--- src/hw/rtl/deq_pkg.sv ---
// Shared codes and types for the double-ended queue core.
`default_nettype none

package deq_pkg;

  // Fixed widths of the words on the channels
  localparam int OP_W   = 3;
  localparam int POS_W  = 5;
  localparam int DATA_W = 32;
  localparam int STAT_W = 2;
  // Wide enough for any cell index or count up to the largest supported depth
  localparam int KEY_W  = 9;

  // Operation codes
  localparam logic [OP_W-1:0] OP_PUSH_BACK  = 3'd0;
  localparam logic [OP_W-1:0] OP_PUSH_FRONT = 3'd1;
  localparam logic [OP_W-1:0] OP_POP_BACK   = 3'd2;
  localparam logic [OP_W-1:0] OP_POP_FRONT  = 3'd3;
  localparam logic [OP_W-1:0] OP_INSERT     = 3'd4;
  localparam logic [OP_W-1:0] OP_ERASE      = 3'd5;
  localparam logic [OP_W-1:0] OP_READ       = 3'd6;
  localparam logic [OP_W-1:0] OP_CLEAR      = 3'd7;

  // Status codes
  localparam logic [STAT_W-1:0] ST_OK        = 2'd0;
  localparam logic [STAT_W-1:0] ST_EMPTY     = 2'd1;
  localparam logic [STAT_W-1:0] ST_FULL      = 2'd2;
  localparam logic [STAT_W-1:0] ST_BAD_INDEX = 2'd3;

  // What the cell row does on an accepted word
  typedef enum logic [1:0] {
    SH_NONE,
    SH_INS,
    SH_DEL
  } shift_e;

  // Broadcast to every cell: the move and the index it starts at
  typedef struct packed {
    shift_e             mode;
    logic [KEY_W-1:0]   key;
  } shift_t;

endpackage

`default_nettype wire

--- src/hw/rtl/deq_req_if.sv ---
// Request channel: operation, position and value with valid/ready.
`default_nettype none

interface deq_req_if;
  import deq_pkg::*;

  logic              valid;
  logic              ready;
  logic [OP_W-1:0]   operation;
  logic [POS_W-1:0]  position;
  logic [DATA_W-1:0] value;

  modport source (output valid, output operation, output position, output value,
                  input ready);
  modport sink   (input valid, input operation, input position, input value,
                  output ready);
endinterface

`default_nettype wire

--- src/hw/rtl/deq_rsp_if.sv ---
// Response channel: read data, status, occupancy and position with valid/ready.
`default_nettype none

interface deq_rsp_if;
  import deq_pkg::*;

  logic              valid;
  logic              ready;
  logic [DATA_W-1:0] read_data;
  logic [STAT_W-1:0] status;
  logic [POS_W-1:0]  occupancy;
  logic [POS_W-1:0]  result_position;

  modport source (output valid, output read_data, output status, output occupancy,
                  output result_position, input ready);
  modport sink   (input valid, input read_data, input status, input occupancy,
                  input result_position, output ready);
  modport mon    (input valid, input ready, input read_data, input status,
                  input occupancy, input result_position);
endinterface

`default_nettype wire

--- src/hw/rtl/deq_cell.sv ---
// One storage cell of the queue row; loads, shifts up or shifts down.
`default_nettype none

module deq_cell
  import deq_pkg::*;
#(
  parameter int WIDTH = 32,
  parameter int IDX   = 0
) (
  input  wire logic             clk_i,
  input  wire logic             en_i,
  input  wire shift_t           shift_i,
  input  wire logic [WIDTH-1:0] word_i,
  input  wire logic [WIDTH-1:0] left_i,
  input  wire logic [WIDTH-1:0] right_i,
  output      logic [WIDTH-1:0] q_o
);

  localparam logic [KEY_W-1:0] MyIdx = KEY_W'(IDX);

  logic [WIDTH-1:0] word_q;
  logic [WIDTH-1:0] word_d;

  // New word: insert loads own slot, shifts later up; delete shifts down
  always_comb begin
    word_d = word_q;
    case (shift_i.mode)
      SH_INS: begin
        if (MyIdx == shift_i.key) begin
          word_d = word_i;
        end else if (MyIdx > shift_i.key) begin
          word_d = left_i;
        end
      end
      SH_DEL: begin
        if (MyIdx >= shift_i.key) begin
          word_d = right_i;
        end
      end
      default: word_d = word_q;
    endcase
  end

  // Advance only on an accepted word
  always_ff @(posedge clk_i) begin
    if (en_i) begin
      word_q <= word_d;
    end
  end

  assign q_o = word_q;

endmodule

`default_nettype wire

--- src/hw/rtl/deq_ctrl.sv ---
// Operation decode: checks bounds, picks the cell move and builds the result.
`default_nettype none

module deq_ctrl
  import deq_pkg::*;
#(
  parameter int DEPTH = 16
) (
  input  wire logic [OP_W-1:0]                  operation_i,
  input  wire logic [POS_W-1:0]                 position_i,
  input  wire logic [$clog2(DEPTH+1)-1:0]       count_i,
  output      logic [$clog2(DEPTH+1)-1:0]       count_o,
  output      shift_t                           shift_o,
  output      logic                             rd_en_o,
  output      logic [$clog2(DEPTH)-1:0]         rd_idx_o,
  output      logic [STAT_W-1:0]                status_o,
  output      logic [POS_W-1:0]                 where_o
);

  localparam int CntW = $clog2(DEPTH + 1);
  localparam int IdxW = $clog2(DEPTH);
  localparam int CmpW = (CntW > POS_W) ? CntW : POS_W;
  localparam logic [CntW-1:0] Full = CntW'(DEPTH);

  logic [CmpW-1:0] pos_x;
  logic [CmpW-1:0] cnt_x;
  logic [CmpW-1:0] where_x;
  logic            is_full;
  logic            is_empty;

  assign pos_x    = CmpW'(position_i);
  assign cnt_x    = CmpW'(count_i);
  assign is_full  = (count_i == Full);
  assign is_empty = (count_i == '0);

  // Decode the operation against the current count
  always_comb begin
    count_o       = count_i;
    shift_o.mode  = SH_NONE;
    shift_o.key   = '0;
    rd_en_o       = 1'b0;
    rd_idx_o      = IdxW'(position_i);
    status_o      = ST_OK;
    where_x       = cnt_x;
    case (operation_i)
      OP_PUSH_BACK: begin
        if (is_full) begin
          status_o = ST_FULL;
        end else begin
          shift_o.mode = SH_INS;
          shift_o.key  = KEY_W'(count_i);
          count_o      = count_i + 1'b1;
          where_x      = cnt_x;
        end
      end
      OP_PUSH_FRONT: begin
        if (is_full) begin
          status_o = ST_FULL;
        end else begin
          shift_o.mode = SH_INS;
          count_o      = count_i + 1'b1;
          where_x      = '0;
        end
      end
      OP_POP_BACK: begin
        if (is_empty) begin
          status_o = ST_EMPTY;
        end else begin
          rd_en_o  = 1'b1;
          rd_idx_o = IdxW'(count_i - 1'b1);
          count_o  = count_i - 1'b1;
          where_x  = CmpW'(count_i - 1'b1);
        end
      end
      OP_POP_FRONT: begin
        if (is_empty) begin
          status_o = ST_EMPTY;
        end else begin
          rd_en_o      = 1'b1;
          rd_idx_o     = '0;
          shift_o.mode = SH_DEL;
          count_o      = count_i - 1'b1;
          where_x      = '0;
        end
      end
      OP_INSERT: begin
        if (pos_x > cnt_x) begin
          status_o = ST_BAD_INDEX;
        end else if (is_full) begin
          status_o = ST_FULL;
        end else begin
          shift_o.mode = SH_INS;
          shift_o.key  = KEY_W'(position_i);
          count_o      = count_i + 1'b1;
          where_x      = pos_x;
        end
      end
      OP_ERASE: begin
        if (pos_x >= cnt_x) begin
          status_o = ST_BAD_INDEX;
        end else begin
          rd_en_o      = 1'b1;
          shift_o.mode = SH_DEL;
          shift_o.key  = KEY_W'(position_i);
          count_o      = count_i - 1'b1;
          where_x      = pos_x;
        end
      end
      OP_READ: begin
        if (pos_x >= cnt_x) begin
          status_o = ST_BAD_INDEX;
        end else begin
          rd_en_o = 1'b1;
          where_x = pos_x;
        end
      end
      OP_CLEAR: begin
        count_o = '0;
        where_x = '0;
      end
      default: status_o = ST_OK;
    endcase
  end

  assign where_o = where_x[POS_W-1:0];

endmodule

`default_nettype wire

--- src/hw/rtl/double_ended_queue_insert_erase_core.sv ---
// Top level of the double-ended queue: cell row, decode and response register.
//
//  channel | dir | word fields                                          | handshake
//  req_i   | in  | operation, position, value                           | valid/ready
//  rsp_o   | out | read_data, status, occupancy, result_position        | valid/ready
//
// One operation per cycle while the response register can take it: each word is decoded
// against the count and every cell loads or moves in the same cycle, also for middle insert and erase.
// The response sits in an output register; a new word is taken while that
// register is empty or being drained in the same cycle.
// Reset clears the count and the response valid; cell contents stay unknown
// until written and are never read before that.
`default_nettype none

module double_ended_queue_insert_erase_core
  import deq_pkg::*;
#(
  parameter int DEPTH = 16,
  parameter int WIDTH = 32
) (
  input  wire logic  clk_i,
  input  wire logic  rst_ni,
  deq_req_if.sink    req_i,
  deq_rsp_if.source  rsp_o
);

  localparam int CntW = $clog2(DEPTH + 1);
  localparam int IdxW = $clog2(DEPTH);

  logic                 req_fire;
  logic [CntW-1:0]      count_q;
  logic [CntW-1:0]      count_d;
  shift_t               shift;
  logic                 rd_en;
  logic [IdxW-1:0]      rd_idx;
  logic [STAT_W-1:0]    status;
  logic [POS_W-1:0]     where;
  logic [WIDTH-1:0]     word;
  logic [WIDTH+DATA_W-1:0] word_ext;
  logic [WIDTH-1:0]     rd_word;
  logic [WIDTH+DATA_W-1:0] rd_ext;
  logic [WIDTH-1:0]     cell_q [DEPTH];

  logic                 rsp_valid_q;
  logic [DATA_W-1:0]    rsp_data_q;
  logic [STAT_W-1:0]    rsp_status_q;
  logic [POS_W-1:0]     rsp_occ_q;
  logic [POS_W-1:0]     rsp_pos_q;

  // Accept while the response register is free or draining
  assign req_i.ready = !rsp_valid_q || rsp_o.ready;
  assign req_fire    = req_i.valid && req_i.ready;

  // Keep the low WIDTH bits of the incoming value
  assign word_ext = {{WIDTH{1'b0}}, req_i.value};
  assign word     = word_ext[WIDTH-1:0];

  deq_ctrl #(
    .DEPTH (DEPTH)
  ) u_ctrl (
    .operation_i (req_i.operation),
    .position_i  (req_i.position),
    .count_i     (count_q),
    .count_o     (count_d),
    .shift_o     (shift),
    .rd_en_o     (rd_en),
    .rd_idx_o    (rd_idx),
    .status_o    (status),
    .where_o     (where)
  );

  // Row of cells, each wired to its neighbors
  for (genvar i = 0; i < DEPTH; i++) begin : g_cell
    logic [WIDTH-1:0] left;
    logic [WIDTH-1:0] right;
    if (i == 0) begin : g_first
      assign left = '0;
    end else begin : g_mid_l
      assign left = cell_q[i-1];
    end
    if (i == DEPTH - 1) begin : g_last
      assign right = cell_q[i];
    end else begin : g_mid_r
      assign right = cell_q[i+1];
    end
    deq_cell #(
      .WIDTH (WIDTH),
      .IDX   (i)
    ) u_cell (
      .clk_i   (clk_i),
      .en_i    (req_fire),
      .shift_i (shift),
      .word_i  (word),
      .left_i  (left),
      .right_i (right),
      .q_o     (cell_q[i])
    );
  end

  // Select the word that leaves or is read; zero otherwise
  assign rd_word = rd_en ? cell_q[rd_idx] : '0;
  assign rd_ext  = {{DATA_W{1'b0}}, rd_word};

  // Hold the element count
  always_ff @(posedge clk_i or negedge rst_ni) begin
    if (!rst_ni) begin
      count_q <= '0;
    end else if (req_fire) begin
      count_q <= count_d;
    end
  end

  // Response valid: set on accept, drop when taken
  always_ff @(posedge clk_i or negedge rst_ni) begin
    if (!rst_ni) begin
      rsp_valid_q <= 1'b0;
    end else if (req_fire) begin
      rsp_valid_q <= 1'b1;
    end else if (rsp_o.ready) begin
      rsp_valid_q <= 1'b0;
    end
  end

  // Response payload
  always_ff @(posedge clk_i) begin
    if (req_fire) begin
      rsp_data_q   <= rd_ext[DATA_W-1:0];
      rsp_status_q <= status;
      rsp_occ_q    <= POS_W'(count_d);
      rsp_pos_q    <= where;
    end
  end

  assign rsp_o.valid           = rsp_valid_q;
  assign rsp_o.read_data       = rsp_data_q;
  assign rsp_o.status          = rsp_status_q;
  assign rsp_o.occupancy       = rsp_occ_q;
  assign rsp_o.result_position = rsp_pos_q;

endmodule

`default_nettype wire

--- src/flat_wrapper.sv ---
// flat-port wrapper written by rule: the top's interface ports become plain ports
module double_ended_queue_insert_erase_core_flat import deq_pkg::*;
#(
  parameter int DEPTH = 16,
  parameter int WIDTH = 32
)
  (clk_i, rst_ni, req_i_valid, req_i_operation, req_i_position, req_i_value, req_i_ready, rsp_o_valid, rsp_o_read_data, rsp_o_status, rsp_o_occupancy, rsp_o_result_position, rsp_o_ready);
  deq_req_if req_i_i ();
  deq_rsp_if rsp_o_i ();
  input  wire logic clk_i;
  input  wire logic rst_ni;
  input wire logic [$bits(req_i_i.valid)-1:0] req_i_valid;
  input wire logic [$bits(req_i_i.operation)-1:0] req_i_operation;
  input wire logic [$bits(req_i_i.position)-1:0] req_i_position;
  input wire logic [$bits(req_i_i.value)-1:0] req_i_value;
  output wire logic [$bits(req_i_i.ready)-1:0] req_i_ready;
  output wire logic [$bits(rsp_o_i.valid)-1:0] rsp_o_valid;
  output wire logic [$bits(rsp_o_i.read_data)-1:0] rsp_o_read_data;
  output wire logic [$bits(rsp_o_i.status)-1:0] rsp_o_status;
  output wire logic [$bits(rsp_o_i.occupancy)-1:0] rsp_o_occupancy;
  output wire logic [$bits(rsp_o_i.result_position)-1:0] rsp_o_result_position;
  input wire logic [$bits(rsp_o_i.ready)-1:0] rsp_o_ready;
  assign req_i_i.valid = req_i_valid;
  assign req_i_i.operation = req_i_operation;
  assign req_i_i.position = req_i_position;
  assign req_i_i.value = req_i_value;
  assign req_i_ready = req_i_i.ready;
  assign rsp_o_valid = rsp_o_i.valid;
  assign rsp_o_read_data = rsp_o_i.read_data;
  assign rsp_o_status = rsp_o_i.status;
  assign rsp_o_occupancy = rsp_o_i.occupancy;
  assign rsp_o_result_position = rsp_o_i.result_position;
  assign rsp_o_i.ready = rsp_o_ready;
  double_ended_queue_insert_erase_core #(.DEPTH(DEPTH), .WIDTH(WIDTH)) u_core (.clk_i(clk_i), .rst_ni(rst_ni), .req_i(req_i_i), .rsp_o(rsp_o_i));
endmodule
--- config.mk ---
export PLATFORM = sky130hd
export DESIGN_NAME = double_ended_queue_insert_erase_core_flat
export DESIGN_NICKNAME = d
export VERILOG_FILES = /design/src/hw/rtl/deq_pkg.sv /design/src/hw/rtl/deq_req_if.sv /design/src/hw/rtl/deq_rsp_if.sv /design/src/hw/rtl/deq_cell.sv /design/src/hw/rtl/deq_ctrl.sv /design/src/hw/rtl/double_ended_queue_insert_erase_core.sv /design/src/flat_wrapper.sv
export SDC_FILE = /design/constraint.sdc
export NUM_CORES = 2
export LEC_CHECK = 0
export ABC_AREA = 1
export ABC_CLOCK_PERIOD_IN_PS = 6000
export BUFFER_PORTS_ARGS = -buffer_cell sky130_fd_sc_hd__buf_2
export CORE_AREA = 2 2 378 286
export CTS_CLUSTER_SIZE = 20
export DETAILED_ROUTE_END_ITERATION = 12
export DIE_AREA = 0 0 380 288
export SLEW_MARGIN = 20
export SYNTH_ARGS = -nofsm -noshare
export SYNTH_HDL_FRONTEND = slang
export SYNTH_SLANG_ARGS = --single-unit
--- constraint.sdc ---
create_clock -name clk_i -period 6 [get_ports clk_i]
set_clock_uncertainty 0.2 [all_clocks]
set_input_delay 1.2 -clock clk_i [delete_from_list [all_inputs] [get_ports clk_i]]
set_output_delay 1.2 -clock clk_i [all_outputs]
set_load 0.01 [all_outputs]
-- Yosys cells after proc, flatten, opt, wreduce, memory -nomap -nowiden
Index checks and enable logic that the tools add are counted.
- register bits: 562
- latch bits: 0
- bits in writable memories: 0
- ROM bits: 0
- input port bits: 44
- memories kept: 0
- add/subtract/negate cells: 2
- $mul: 0
- div/mod/pow operators: 0
- magnitude comparators: 34
- eq/ne operators: 55
- shift-type cells: 0
- multiplexer cells: 97
- bitwise logic cells: 1
- reductions and logical operators: 28
- operators with widths (kind ; count):
    $mux W32 ; 49
    $pmux W32 S2 ; 15
    $bmux W32 S4 ; 1
    $eq A4 B9 Y1 const A ; 8
    $gt A4 B9 Y1 const A ; 8
    $ge A4 B9 Y1 const A ; 7
    $reduce_and A4 Y1 ; 15
    $mux W5 ; 9
    $ne A3 B3 Y1 const B ; 15
    $eq A3 B9 Y1 const A ; 4
    $ge A3 B9 Y1 const A ; 4
    $gt A3 B9 Y1 const A ; 4
    $pmux W5 S7 ; 1
    $mux W10 ; 3
    $ne A2 B2 Y1 const B ; 15
    $pmux W9 S3 ; 1
    $pmux W5 S5 ; 1
    $eq A2 B9 Y1 const A ; 2
    $ge A1 B9 Y1 const A ; 2
    $ge A2 B9 Y1 const A ; 2
    $gt A1 B9 Y1 const A ; 2
    $gt A2 B9 Y1 const A ; 2
    $eq A3 B3 Y1 const B ; 4
    $mux W11 ; 1
    other kinds (28) ; 42

-- Depth between registers and ports, before layout
- depth after elaboration: 8
- mapped depth: 20

-- Cells and area by module
A second synthesis with hierarchy kept.
- cells, all modules: 6301
- area, all modules: 43132.6 sq um
- modules (own cells, without submodules) (module ; instances ; cells each ; area an instance (sq um) ; sequential area each (sq um)):
    double_ended_queue_insert_erase_core ; 1 ; 1560 ; 7816.2 ; 1471.4
    deq_cell (u_core.g_cell[7].u_cell) ; 1 ; 257 ; 2195.9 ; 960.9
    deq_cell (u_core.g_cell[4].u_cell) ; 1 ; 259 ; 2172.1 ; 960.9
    deq_cell (u_core.g_cell[12].u_cell) ; 1 ; 295 ; 2168.3 ; 960.9
    deq_cell (u_core.g_cell[2].u_cell) ; 1 ; 298 ; 2167.1 ; 960.9
    deq_cell (u_core.g_cell[3].u_cell) ; 1 ; 293 ; 2164.6 ; 960.9
    deq_cell (u_core.g_cell[5].u_cell) ; 1 ; 294 ; 2155.8 ; 960.9
    deq_cell (u_core.g_cell[0].u_cell) ; 1 ; 259 ; 2153.3 ; 960.9
    deq_cell (u_core.g_cell[8].u_cell) ; 1 ; 294 ; 2128.3 ; 960.9
    deq_cell (u_core.g_cell[13].u_cell) ; 1 ; 292 ; 2123.3 ; 960.9
    deq_cell (u_core.g_cell[10].u_cell) ; 1 ; 295 ; 2120.8 ; 960.9
    deq_cell (u_core.g_cell[6].u_cell) ; 1 ; 259 ; 2110.8 ; 960.9
    deq_cell (u_core.g_cell[14].u_cell) ; 1 ; 290 ; 2102.0 ; 960.9
    deq_cell (u_core.g_cell[11].u_cell) ; 1 ; 286 ; 2070.7 ; 960.9
    +4 rows ; -- ; -- ; -- ; --

-- Least setup slack after synthesis
Ideal clock, no wire load.
- path kind: input-to-reg
- from: input port req_i_position[4]
- to: register u_core.g_cell[14].u_cell.word_q[0], enable pin
- library setup time: 461 ps
- arrival: 5197 ps
- data required time: 5339 ps
- slack: 142 ps
- cell stages on the path: 12
- path buffers: 1
- cell sequence: ha_1 a21oi_1 nand2_1 nor2_1 nand2_1 nor2_1 inv_1 o21ai_0 ha_1 clkbuf_1 nor2_1 nor3_1
- word-level cells in the longest chain between the ends: 6
- elaborated cells between the ends (all ways): 16
- ends and longest elaborated chain (item ; line ; source):
    start, declared ; flat_wrapper.sv:14 ; input wire logic [$bits(req_i_i.position)-1:0] req_i_position;
    $ge A5 B5 Y1, or another cell as far along ; deq_ctrl.sv:99 ; if (pos_x >= cnt_x) begin
    $mux W11 or $mux W10 (tied branches) ; deq_ctrl.sv:99, deq_ctrl.sv:87 ;
    $pmux W9 S3 or $pmux W2 S5 (tied branches) ; deq_ctrl.sv:45 ; case (operation_i)
    $gt A4 B9 Y1, or another cell as far along ; deq_cell.sv:31 ; end else if (MyIdx > shift_i.key) begin
    $ne A3 B3 Y1 (no line), or another cell as far along ; -- ;
    $reduce_and A4 Y1 (no line) * ; -- ;
    end signal, assigned ; deq_cell.sv:47 ; word_q <= word_d;
    end, declared ; deq_cell.sv:21 ; logic [WIDTH-1:0] word_q;
Mark *: on every way between the ends. The rest lies on a longest branch, timed or not.
A chain may end at the register's enable or synchronous reset.

-- Worst setup path after layout
- from: register u_core.count_q[3]
- to: register u_core.g_cell[2].u_cell.word_q[5], enable pin
- word-level cells in the longest chain between the ends: 7
- elaborated cells between the ends (all ways): 21
- ends and longest elaborated chain (item ; line ; source):
    start, declared ; double_ended_queue_insert_erase_core.sv:31 ; logic [CntW-1:0] count_q;
    start signal, assigned ; double_ended_queue_insert_erase_core.sv:109 ; count_q <= count_d;
    branches (longest 6 deep; another with $gt A2 B9 Y1) ; -- ;
    $reduce_and A4 Y1 (no line) * ; -- ;
    end signal, assigned ; deq_cell.sv:47 ;
    end, declared ; deq_cell.sv:21 ;
Every way passes the cells marked *.

==> results.json <==
{
  "worstSetupPathType": "reg2reg",
  "grt_pass1_vias": 34240,
  "yosysSeqAreaShare": 0.4580,
  "yosysTopAreaCell": "edfxtp_1",
  "synth_top_family_by_area": "simple AND/OR/NAND/NOR gates",
  "synth_edf_count": 556,
  "fill_cells": 11290,
  "ant_nets": 0,
  "cap_violations": 0,
  "syn2layout_area_growth_pct": 9.568,
  "post-cts-setup-buffer-count": 0,
  "grt-ovfl-total": 0,
  "cts_root_buffer": "clkbuf_16",
  "async_flop_share": 0.01068,
  "ys.flop_type": "edfxtp_1",
  "rsz0062_at_grt": "false",
  "fin_crit_sh": 0.7689,
  "grt_start_max_net_pins": 179,
  "drtIter0Drc": 3980,
  "vias": 35210,
  "antenna_found_initial": 1,
  "yosys.area_share.simple": 0.3786,
  "die_w_um": 380,
  "synth.area.top_cells": "edfxtp_1 (45%), nand2_1 (20%), nand3_1 (14%)",
  "io_buffers": 89,
  "rows": 104,
  "die_area_um2": 109400,
  "yosysMostFrequentCell": "nand2_1",
  "grt_usage": 0.2185,
  "hold_class": "in2async",
  "grt_pass1_wl_um": 193300,
  "synth-xor-area-share": 0.001429,
  "ys_ff_latch": 562,
  "status": "complete, no violations",
  "synth-compound-area-share": 0.05105,
  "vdd_drop_max_mv": 0.2768,
  "drcViolationCount": 0,
  "whs_ps": 159.3,
  "avgViaCountPerCell": 5.505,
  "synth.net_count": 5127,
  "synthCells": 5070,
  "ctsResizeCount": 0,
  "synthAdderAreaFrac": 0.004422,
  "worstPathArrival_ps": 4720,
  "crit_path_end_kind": "flop",
  "synth.distinct_cells": 36,
  "place_congestion": 0.8735,
  "clk_pin_slew_ps": 70,
  "drv_slew": 0,
  "synthTopCellsByCount": "nand2_1 (1968), nand3_1 (1052), edfxtp_1 (556), inv_1 (525), clkbuf_1 (174)",
  "synth_mux_area_frac": 0,
  "cts_hold_buffers": 0,
  "ys_warn_count": 0,
  "wl_um": 122400,
  "clock.fmax_mhz": 216.7,
  "critPathLaunchType": "flop",
  "final_nets": 4972,
  "setup_tns_ps": 0,
  "avgRoutedWirePerCell_um": 19.14,
  "tritoncts": "done",
  "hold_viol_final": 0,
  "power_density_nw_per_um2": 363.1,
  "io_pins": 90,
  "cp_max_fo": 32,
  "ctsHtreeMaxLevel": 2,
  "dp_hpwl_um": 80280,
  "synth_top_area_frac": 0.4539,
  "cts_sinks": 562,
  "die_y_um": 288,
  "syn-cell-area_um2": 36790,
  "tightest_slew_ps": 1008,
  "clk_path_buf_depth": 3,
  "layout-drive-gt1-share": 0.07092,
  "clock_latency_ps": 680,
  "syn_avg_cell_area_um2": 7.255,
  "cellLeakagePower_nw": 18.35,
  "slew_headroom": 0.3269,
  "dr.pass1.iters": 5,
  "finalSetupViolCount": 0,
  "worstPathRequired_ps": 6110,
  "cts-buffers-inserted": 59,
  "start_util": 0.3464,
  "fin_crit_ps": 4614,
  "core_um2": 106200
}
==> worst max-delay path: stages, from the launching register on <==
cell,delay [ps]
dfrtp_1,570
inv_1,200
ha_1,310
nand2_1,110
inv_2,30
nand2_1,100
nand2_1,60
nor2_1,210
nand2_1,230
nor2_1,170
inv_1,60
o21ai_0,200
inv_1,90
ha_1,210
nor2_1,350
inv_1,370
a31oi_4,260
buf_4,460
==> kinds of logic after synthesis <==
group                      count (synthesis)
AOI/OAI and AO/OA                        318
xor gates and xnor gates                   6
adders and majority gates                 13
buffers and inverters                    952
DFF                                      562
and+or+nand+nor                         3219
==> power breakdown <==
part	switching [mW]	total, mW	internal, mW
Clock	1.74	3.74	2.01
Sequential	0.333	5.62	5.28
Combinational	3.83	5.28	1.45
Total	5.90	14.6	8.73
==> cell type report <==
class                           count  area, µm²  share of cell area
Sequential cell                   562      16850              0.4180
Antenna cell                        2      5.005           0.0001242
Timing Repair Buffer              191       1436             0.03564
Clock buffer                       69       1535             0.03809
Inverter                          545       2062             0.05116
Clock inverter                     40      336.6            0.008351
Multi-Input combinational cell   3556      16290              0.4042
Tap cell                         1431       1790             0.04442
==> final timing paths <==
check | slack [ps] | to | cells past startpoint | from
setup reg to reg | 1390 | u_core.g_cell[2].u_cell.q_o[5] | 17 | u_core.count_q[3]
max in group asynchronous | 5280 | u_core.count_q[1] | 1 | rst_ni
hold / removal | 160 | u_core.count_q[2] | 1 | rst_ni
hold reg to reg | 320 | u_core.g_cell[14].u_cell.q_o[23] | 2 | u_core.g_cell[15].u_cell.q_o[23]
min in group clk_i | 320 | u_core.g_cell[14].u_cell.q_o[23] | 2 | u_core.g_cell[15].u_cell.q_o[23]
setup / recovery | 1390 | u_core.g_cell[2].u_cell.q_o[5] | 17 | u_core.count_q[3]
==> metrics by stage <==
| step | cells | setup WS, ps | total power, mW | area [µm²] | utilization |
|---|---|---|---|---|---|
| after floorplan | 5070 | 141.9 | 9.184 | 36790 | - |
| after global placement | 6285 | 796.6 | 10.83 | 38430 | 0.3619 |
| after detailed placement | 6285 | 817.1 | 10.88 | 38430 | 0.3619 |
| after CTS | 6394 | 1408 | 14.62 | 40300 | 0.3795 |
| after global routing | 6394 | 1081 | 15.46 | 40300 | 0.3795 |
| final | 6396 | 1386 | 14.64 | 40300 | 0.3796 |
==> layer usage <==
| layer | global-route usage | share of wire |
|---|---|---|
| met1 | 0.3102 | 0.45 |
| met2 | 0.3513 | 0.46 |
| met3 | 0.02477 | 0.065 |
| met4 | 0.06290 | 0.023 |
| met5 | 0 | 0 |
==> placed cells by master (no fill, tap or decap), drive strengths merged <==
cell type,instances
nand2,1973
nand3,1064
edfxtp,556
inv,545
buf,191
nand4,132
o21ai,126
o211ai,103
a21oi,78
clkbuf,69
nor2,44
clkinv,33
ha,13
dfrtp,6
nor3,6
xor2,5
a31oi,5
bufinv,4
clkinvlp,3
diode,2
o2111ai,2
xnor2,1
o22a,1
a22oi,1
o22ai,1
a41oi,1
==> sequential cells by signal, summed over array words and instances, names as in the netlist <==
name and cells:
u_core.rsp_o.occupancy 5, u_core.g_cell.u_cell.q_o 512, u_core.rsp_o.result_position 5, u_core.rsp_o.status 2, u_core.count_q 5, u_core.rsp_o.read_data 32
u_core.rsp_o.valid 1
(Power assumes the default switching activity.)
